[config.mk]
export PLATFORM = sky130hd
export DESIGN_NAME = seeded_prng_three_coin_draw
export DESIGN_NICKNAME = d
export VERILOG_FILES = /design/src/sv/sfc3_pkg.sv /design/src/sv/sfc3_seed.sv /design/src/sv/sfc3_round.sv /design/src/sv/seeded_prng_three_coin_draw.sv
export VERILOG_INCLUDE_DIRS = /design/src /design/src/sv
export SDC_FILE = /design/constraint.sdc
export NUM_CORES = 2
export LEC_CHECK = 0
export BUFFER_PORTS_ARGS = -buffer_cell sky130_fd_sc_hd__buf_4
export CAP_MARGIN = 5
export CELL_PAD_IN_SITES_DETAIL_PLACEMENT = 1
export CELL_PAD_IN_SITES_GLOBAL_PLACEMENT = 1
export CORE_UTILIZATION = 25
export CTS_CLUSTER_DIAMETER = 200
export DETAILED_ROUTE_END_ITERATION = 6
export GPL_ROUTABILITY_DRIVEN = 0
export PLACE_DENSITY_LB_ADDON = 0.1
export SLEW_MARGIN = 0
export SYNTH_ARGS = -nofsm -noshare
export SYNTH_HDL_FRONTEND = slang
export SYNTH_SLANG_ARGS = --single-unit
export TNS_END_PERCENT = 10
[constraint.sdc]
create_clock -name clock -period 14.1 [get_ports clock]
set_input_delay 0 -clock clock [delete_from_list [all_inputs] [get_ports clock]]
set_output_delay 0 -clock clock [all_outputs]
set_load 0.03 [all_outputs]
[src/sv/assert_macros.svh]
// Assertion macros for RTL files that check themselves; the top level uses them.
// Depends on nothing; each macro samples on the rising edge of clock.
`ifndef ASSERT_MACROS_SVH
`define ASSERT_MACROS_SVH

// Condition must hold on every edge outside reset.
`define ASSERT_ALWAYS(label, cond) \
   label: assert property (@(posedge clock) disable iff (reset) (cond)) \
      else $error("assertion failed: condition");

// Antecedent in a cycle implies consequent in the same cycle.
`define ASSERT_IMPLY(label, ante, cons) \
   label: assert property (@(posedge clock) disable iff (reset) (ante) |-> (cons)) \
      else $error("assertion failed: implication");

`endif

[src/sv/sfc3_pkg.sv]
// Shared constants and pipeline payload types for the three-coin draw.
// Depends on nothing.
package sfc3_pkg;

   localparam int WORD_W    = 32;
   localparam int LINE_W    = 4;
   localparam int PATTERN_W = 3;

   localparam int WARMUP_ROUNDS_DEF = 12;
   localparam int DRAW_COUNT_DEF    = 3;

   localparam logic [WORD_W-1:0] INIT_A        = 32'h9E37_79B9;
   localparam logic [WORD_W-1:0] INIT_B        = 32'h243F_6A88;
   localparam logic [WORD_W-1:0] INIT_C        = 32'hB7E1_5162;
   localparam logic [WORD_W-1:0] ZERO_SEED_SUB = 32'd12345;
   // t/2^32 < 0.5 after rounding to a 24-bit mantissa
   localparam logic [WORD_W-1:0] YANG_LIMIT    = 32'h7FFF_FFC0;

   localparam logic [LINE_W-1:0] YANG_VALUE = 4'd3;
   localparam logic [LINE_W-1:0] YIN_VALUE  = 4'd2;

   typedef struct packed {
      logic [WORD_W-1:0] a;
      logic [WORD_W-1:0] b;
      logic [WORD_W-1:0] c;
      logic [WORD_W-1:0] d;
   } gen_type;

   typedef struct packed {
      gen_type              gen;
      logic [PATTERN_W-1:0] pattern;
      logic [LINE_W-1:0]    sum;
   } stage_type;

endpackage

[src/sv/sfc3_seed.sv]
// Seed stage: takes the seed magnitude (zero becomes ZERO_SEED_SUB) and loads the generator words.
// Depends on sfc3_pkg.
module sfc3_seed (
   input  logic                         clock,
   input  logic                         reset,
   input  logic                         in_valid,
   input  logic [sfc3_pkg::WORD_W-1:0]  in_seed,
   input  logic                         down_ready,
   output logic                         up_ready,
   output logic                         out_valid,
   output sfc3_pkg::stage_type          out_stage
);
   import sfc3_pkg::*;

   logic              valid_ff;
   stage_type         stage_ff;
   stage_type         stage_in;
   logic [WORD_W-1:0] mag;

   always_comb begin
      mag = in_seed[WORD_W-1] ? (~in_seed + WORD_W'(1)) : in_seed;
      if (mag == '0) begin
         mag = ZERO_SEED_SUB;
      end
      stage_in.gen.a   = INIT_A;
      stage_in.gen.b   = INIT_B;
      stage_in.gen.c   = INIT_C;
      stage_in.gen.d   = mag;
      stage_in.pattern = '0;
      stage_in.sum     = '0;
   end

   assign up_ready  = !valid_ff || down_ready;
   assign out_valid = valid_ff;
   assign out_stage = stage_ff;

   always_ff @(posedge clock) begin
      if (reset) begin
         valid_ff <= 1'b0;
      end else if (up_ready) begin
         valid_ff <= in_valid;
      end
   end

   always_ff @(posedge clock) begin
      if (up_ready && in_valid) begin
         stage_ff <= stage_in;
      end
   end

endmodule

[src/sv/sfc3_round.sv]
// One generator round as a pipeline stage; draw rounds also score a coin.
// Depends on sfc3_pkg.
module sfc3_round #(
   parameter bit IS_DRAW  = 1'b0,
   parameter int DRAW_BIT = 0
) (
   input  logic                clock,
   input  logic                reset,
   input  logic                in_valid,
   input  sfc3_pkg::stage_type in_stage,
   input  logic                down_ready,
   output logic                up_ready,
   output logic                out_valid,
   output sfc3_pkg::stage_type out_stage
);
   import sfc3_pkg::*;

   localparam logic [PATTERN_W-1:0] DRAW_MASK = PATTERN_W'(1) << DRAW_BIT;

   logic              valid_ff;
   stage_type         stage_ff;
   stage_type         stage_in;
   logic [WORD_W-1:0] d_next;
   logic [WORD_W-1:0] t_word;
   logic [WORD_W-1:0] c_rot;
   logic              yang;

   always_comb begin
      d_next = in_stage.gen.d + WORD_W'(1);
      t_word = in_stage.gen.a + in_stage.gen.b + d_next;
      c_rot  = {in_stage.gen.c[10:0], in_stage.gen.c[WORD_W-1:11]};
      yang   = t_word < YANG_LIMIT;

      stage_in.gen.a   = in_stage.gen.b ^ (in_stage.gen.b >> 9);
      stage_in.gen.b   = in_stage.gen.c + (in_stage.gen.c << 3);
      stage_in.gen.c   = c_rot + t_word;
      stage_in.gen.d   = d_next;
      stage_in.pattern = in_stage.pattern;
      stage_in.sum     = in_stage.sum;
      if (IS_DRAW) begin
         if (yang) begin
            stage_in.pattern = in_stage.pattern | DRAW_MASK;
            stage_in.sum     = in_stage.sum + YANG_VALUE;
         end else begin
            stage_in.sum     = in_stage.sum + YIN_VALUE;
         end
      end
   end

   assign up_ready  = !valid_ff || down_ready;
   assign out_valid = valid_ff;
   assign out_stage = stage_ff;

   always_ff @(posedge clock) begin
      if (reset) begin
         valid_ff <= 1'b0;
      end else if (up_ready) begin
         valid_ff <= in_valid;
      end
   end

   always_ff @(posedge clock) begin
      if (up_ready && in_valid) begin
         stage_ff <= stage_in;
      end
   end

endmodule

[src/sv/seeded_prng_three_coin_draw.sv]
// Top level: seed stage followed by one pipeline stage per generator round.
// Depends on sfc3_pkg, sfc3_seed, sfc3_round and assert_macros.svh.
//
//   channel   ports                                    direction
//   req       req_valid req_stall req_seed             in
//   rsp       rsp_valid rsp_stall rsp_line_value       out
//             rsp_coin_pattern
//
// One item enters per cycle while req_stall is low; the path holds one register
// stage for the seed and one per generator round.
// Synchronous reset clears every stage's valid bit; payload is not reset.
// Each stage holds while the next is full and stalled, so empty stages
// still fill behind a stalled result.
`include "assert_macros.svh"

module seeded_prng_three_coin_draw #(
   parameter int WARMUP_ROUNDS = sfc3_pkg::WARMUP_ROUNDS_DEF,
   parameter int DRAW_COUNT    = sfc3_pkg::DRAW_COUNT_DEF
) (
   input  logic                            clock,
   input  logic                            reset,
   input  logic                            req_valid,
   output logic                            req_stall,
   input  logic signed [sfc3_pkg::WORD_W-1:0] req_seed,
   output logic                            rsp_valid,
   input  logic                            rsp_stall,
   output logic [sfc3_pkg::LINE_W-1:0]     rsp_line_value,
   output logic [sfc3_pkg::PATTERN_W-1:0]  rsp_coin_pattern
);
   import sfc3_pkg::*;

   localparam int ROUNDS   = WARMUP_ROUNDS + DRAW_COUNT;
   localparam int BASE_SUM = 2 * DRAW_COUNT;

   stage_type stages [0:ROUNDS];
   logic      valids [0:ROUNDS];
   logic      readys [0:ROUNDS+1];
   int        pattern_ones;

   assign readys[ROUNDS+1] = !rsp_stall;

   sfc3_seed u_seed (
      .clock      (clock),
      .reset      (reset),
      .in_valid   (req_valid),
      .in_seed    ($unsigned(req_seed)),
      .down_ready (readys[1]),
      .up_ready   (readys[0]),
      .out_valid  (valids[0]),
      .out_stage  (stages[0])
   );

   for (genvar k = 0; k < ROUNDS; k++) begin : g_round
      sfc3_round #(
         .IS_DRAW  (k >= WARMUP_ROUNDS),
         .DRAW_BIT ((k >= WARMUP_ROUNDS) ? (k - WARMUP_ROUNDS) : 0)
      ) u_round (
         .clock      (clock),
         .reset      (reset),
         .in_valid   (valids[k]),
         .in_stage   (stages[k]),
         .down_ready (readys[k+2]),
         .up_ready   (readys[k+1]),
         .out_valid  (valids[k+1]),
         .out_stage  (stages[k+1])
      );
   end

   assign req_stall        = !readys[0];
   assign rsp_valid        = valids[ROUNDS];
   assign rsp_line_value   = stages[ROUNDS].sum;
   assign rsp_coin_pattern = stages[ROUNDS].pattern;
   assign pattern_ones     = $countones(rsp_coin_pattern);

   `ASSERT_IMPLY(a_sum_matches_pattern, rsp_valid, int'(rsp_line_value) == BASE_SUM + pattern_ones)
   `ASSERT_IMPLY(a_pattern_upper_clear, rsp_valid, (rsp_coin_pattern >> DRAW_COUNT) == '0)
   `ASSERT_IMPLY(a_stall_only_when_full, req_stall, rsp_valid && rsp_stall)

endmodule
==> impl_results.md <==
- Drt first-iter violations: 5214
- CTS tree: done
- Starting Density: 25.1%
- Core footprint: 478000 sq um
- Clk sinks: 1725
- GR Overflow Total: 0
- Hold Path Cell Cnt: 5
- Layout area overhead: 14.1%
- Die Area: 483000 sq um
- Setup TNS: 0 ps
- Critical path's slowest cell: a2111oi_0
- FP Rows: 254
- Aggregate global-route resource usage: 18.6%
- First-pass GRT wire length: 648000 um
- Critical Path End Type: flop
- Hold Crit Class: input pin to flop
- Leading cell type in the layout, fill and taps excluded: edfxtp_1
- Die W: 695 um
- Worst-path clk slew: 60 ps
- Vias in the first global route: 87000
- Most frequent cells in the layout: edfxtp_1 (1709), inv_1 (1143), ha_1 (908), xnor2_1 (852), fa_1 (697)
- Cell count along the critical path: 23
- DRC violations left: 8
- Maximum clock frequency: 0.141 GHz
- Mapped Nets: 12200
- Mapped Avg Cell Area: 11.4 sq um
- Synth Register Bits: 1725
- Root buffer cell: clkbuf_16
- DP Wirelength: 380000 um
- Final worst-path cycle share: 50.3%
- Setup CP Type: flop to flop
- Overall die height: 695 um
- Worst r2r path cells: 23
- Largest net degree at the start of global routing: 82
- TritonCTS Buffers: 221
- Post-CTS Setup Inserts: 0
- CTS HTree Levels: 4
- Antenna Nets Post-Route: 0
- Number of enable flip-flop cells after synthesis: 1709
- Overall power: 13600 uW
- Non-filler cells, final: 17400
- I/O pins: 45
- Fin crit period: 7090 ps
- Data required, critical path: 14740 ps
- M3 GR Usage: 1.95%
- WP buf/inv: 0
- Post-Syn Area: 120000 sq um
- Footprint of the multi-input gates: 63900 sq um
- Final Setup Violations: 0
- Port bufs: 44
- Post_cts resized: 0
- Worst EP arrival: 7730 ps
- Max-slew headroom: 9.36%
- CTS Buffer Depth: 4
- Grt met1 use: 25.6%
- Clk Latency, worst-skew pair: 980 ps
- Worst Setup Start Kind: flop
- Layout cells sized above 1: 4.84%
- Hold-fix buffers, CTS: 102
- Hold slack: 122 ps
- Final Slew Violations: 0
- Family with the most delay on the worst path: compound AO/OA/AOI/OAI gates
- Post-synth ARST share: 0%
- Violations in the final reports: design-rule violations
- RSZ-0062 raised after global routing: false
- CP cell instances: ha_1, nand3_1, nor2_1, nand2_1, xnor2_1, fa_1, ha_1, nand2_1, nor3_1, a211o_1, xor2_1, ha_1, nand2_1, o21ai_0, a2111oi_0, o21ai_0, a21oi_1, o31ai_1, a41oi_1, o21bai_1, o41ai_1, mux2i_1, o2111ai_1
- Max-cap violation count: 0
- Pwr Density: 99.6 nW/um^2
- FILL cells: 52800
- Nets: 12500
- Sequential area share after synthesis: 43.0%
- Via density: 4.69
- Met2 Use GR: 31.8%
- Count of different cell masters after synthesis: 95
- Slew @ Worst Pin: 1350 ps
- Syn Inst Count: 10500
- Most used routing layer: met2
- Via Count: 81800
- Final Skew: 90.3 ps
- CP Max Fanout: 4
- Status: finished, violations left
- Drt first pass iters: 7
- Initial antenna violation count: 22
- Ys flop type: edfxtp_1
- Crit-path max cell delay: 650 ps
- Routed wire length: 457000 um
- Hold Vio Cnt, Final: 0
- Placed Cells incl. Taps: 16900
- Leak Pwr: 0.0531 uW
- Max VDD drop: 0.0938 mV
- Yosys warning total: 0
- Register area: 51600 sq um
- DR WL/cell: 26.2 um
## per-layer routing
metal | vias up | routed length (um)
met5 | - | 0
met4 | 0 | 8290
met3 | 362 | 15000
met2 | 1201 | 219000
met1 | 42100 | 214000
li1 | 38100 | -
## worst paths after layout
check / slack, ps / from / to
setup reg to reg: 7010 / g_round[11].u_round.out_stage[7] / g_round[12].u_round.out_stage[69]
hold reg to reg: 420 / g_round[12].u_round.out_stage[4] / g_round[13].u_round.out_stage[4]
setup / recovery: 7010 / g_round[11].u_round.out_stage[7] / g_round[12].u_round.out_stage[69]
hold / removal: 120 / req_seed[3] / u_seed.out_stage[10]
## state kept, by name, summed over array words and instances, names as in the netlist
register	count
g_round.u_round.out_valid	15
g_round.u_round.out_stage	1677
u_seed.out_valid	1
u_seed.out_stage	32
## tightest hold or removal path, stage by stage
cell,delay [ps]
buf_4,130
inv_1,90
xnor2_1,100
dlygate4sd3_1,570
nand2_1,90
## Yosys cell counts (22+ instances only)
| cell | number | share of area [%] |
|---|---|---|
| nor2b_1 | 110 | 0.57 |
| xnor2_1 | 852 | 6.2 |
| a21oi_1 | 633 | 2.6 |
| nor4_1 | 43 | 0.22 |
| or2_2 | 39 | 0.20 |
| nand3b_1 | 24 | 0.15 |
| nand2b_1 | 107 | 0.56 |
| nor3_1 | 174 | 0.73 |
| nand2_1 | 511 | 1.6 |
| nand3_1 | 293 | 1.2 |
| clkbuf_1 | 67 | 0.21 |
| a211oi_1 | 75 | 0.47 |
| o41ai_1 | 30 | 0.22 |
| fa_1 | 697 | 12 |
| edfxtp_1 | 1709 | 43 |
| and2_1 | 66 | 0.34 |
| a31oi_1 | 64 | 0.33 |
| a21o_1 | 291 | 1.8 |
| nor2_1 | 626 | 2.0 |
| inv_1 | 1143 | 3.6 |
| o31a_1 | 22 | 0.16 |
| ha_1 | 908 | 9.5 |
| xor2_1 | 629 | 4.6 |
| nand4_1 | 112 | 0.58 |
| and4_1 | 38 | 0.28 |
| o31ai_1 | 44 | 0.28 |
| o21ai_0 | 348 | 1.5 |
| o21a_1 | 139 | 0.87 |
| and3_1 | 173 | 0.90 |
| o21bai_1 | 96 | 0.60 |
| o211ai_1 | 48 | 0.30 |
| or3_1 | 58 | 0.30 |
## logic make-up after synthesis
family | Yosys count | share of synthesized area [%]
adders and majority gates | 1605 | 21.1
AOI/OAI and AO/OA | 2031 | 10.9
and+or+nand+nor | 2436 | 10.1
buffers and inverters | 1221 | 3.86
muxes | 22 | 0.188
DFF | 1725 | 43.0
xor gates and xnor gates | 1482 | 10.8
## where the power goes
part	leakage, uW	internal [uW]	switching [uW]	total, uW
logic	0.0340	733	1030	1760
registers	0.0156	5780	162	5950
clock network	0.00357	3430	2490	5920
## through the flow
stage / instance area, sq um / util, % / worst slack, ps
6_report: 137000 / 28.6 / 7010
5_1_grt: 137000 / 28.6 / 6370
4_1_cts: 137000 / 28.6 / 7050
3_5_place_dp: 128000 / 26.9 / 7140
3_3_place_gp: 128000 / 26.9 / 7230
2_1_floorplan: 120000 / - / 3380
## layout make-up
| class | instances | share of cell area (%) |
|---|---|---|
| clock inverter | 159 | 1.23 |
| antenna | 12 | 0.0219 |
| clock buffer | 250 | 4.17 |
| sequential | 1725 | 37.7 |
| timing repair buffer | 184 | 1.20 |
| tap | 6400 | 5.85 |
| inverter | 1143 | 3.13 |
| multi-input combinational | 7576 | 46.7 |
(Power assumes the default switching activity.)
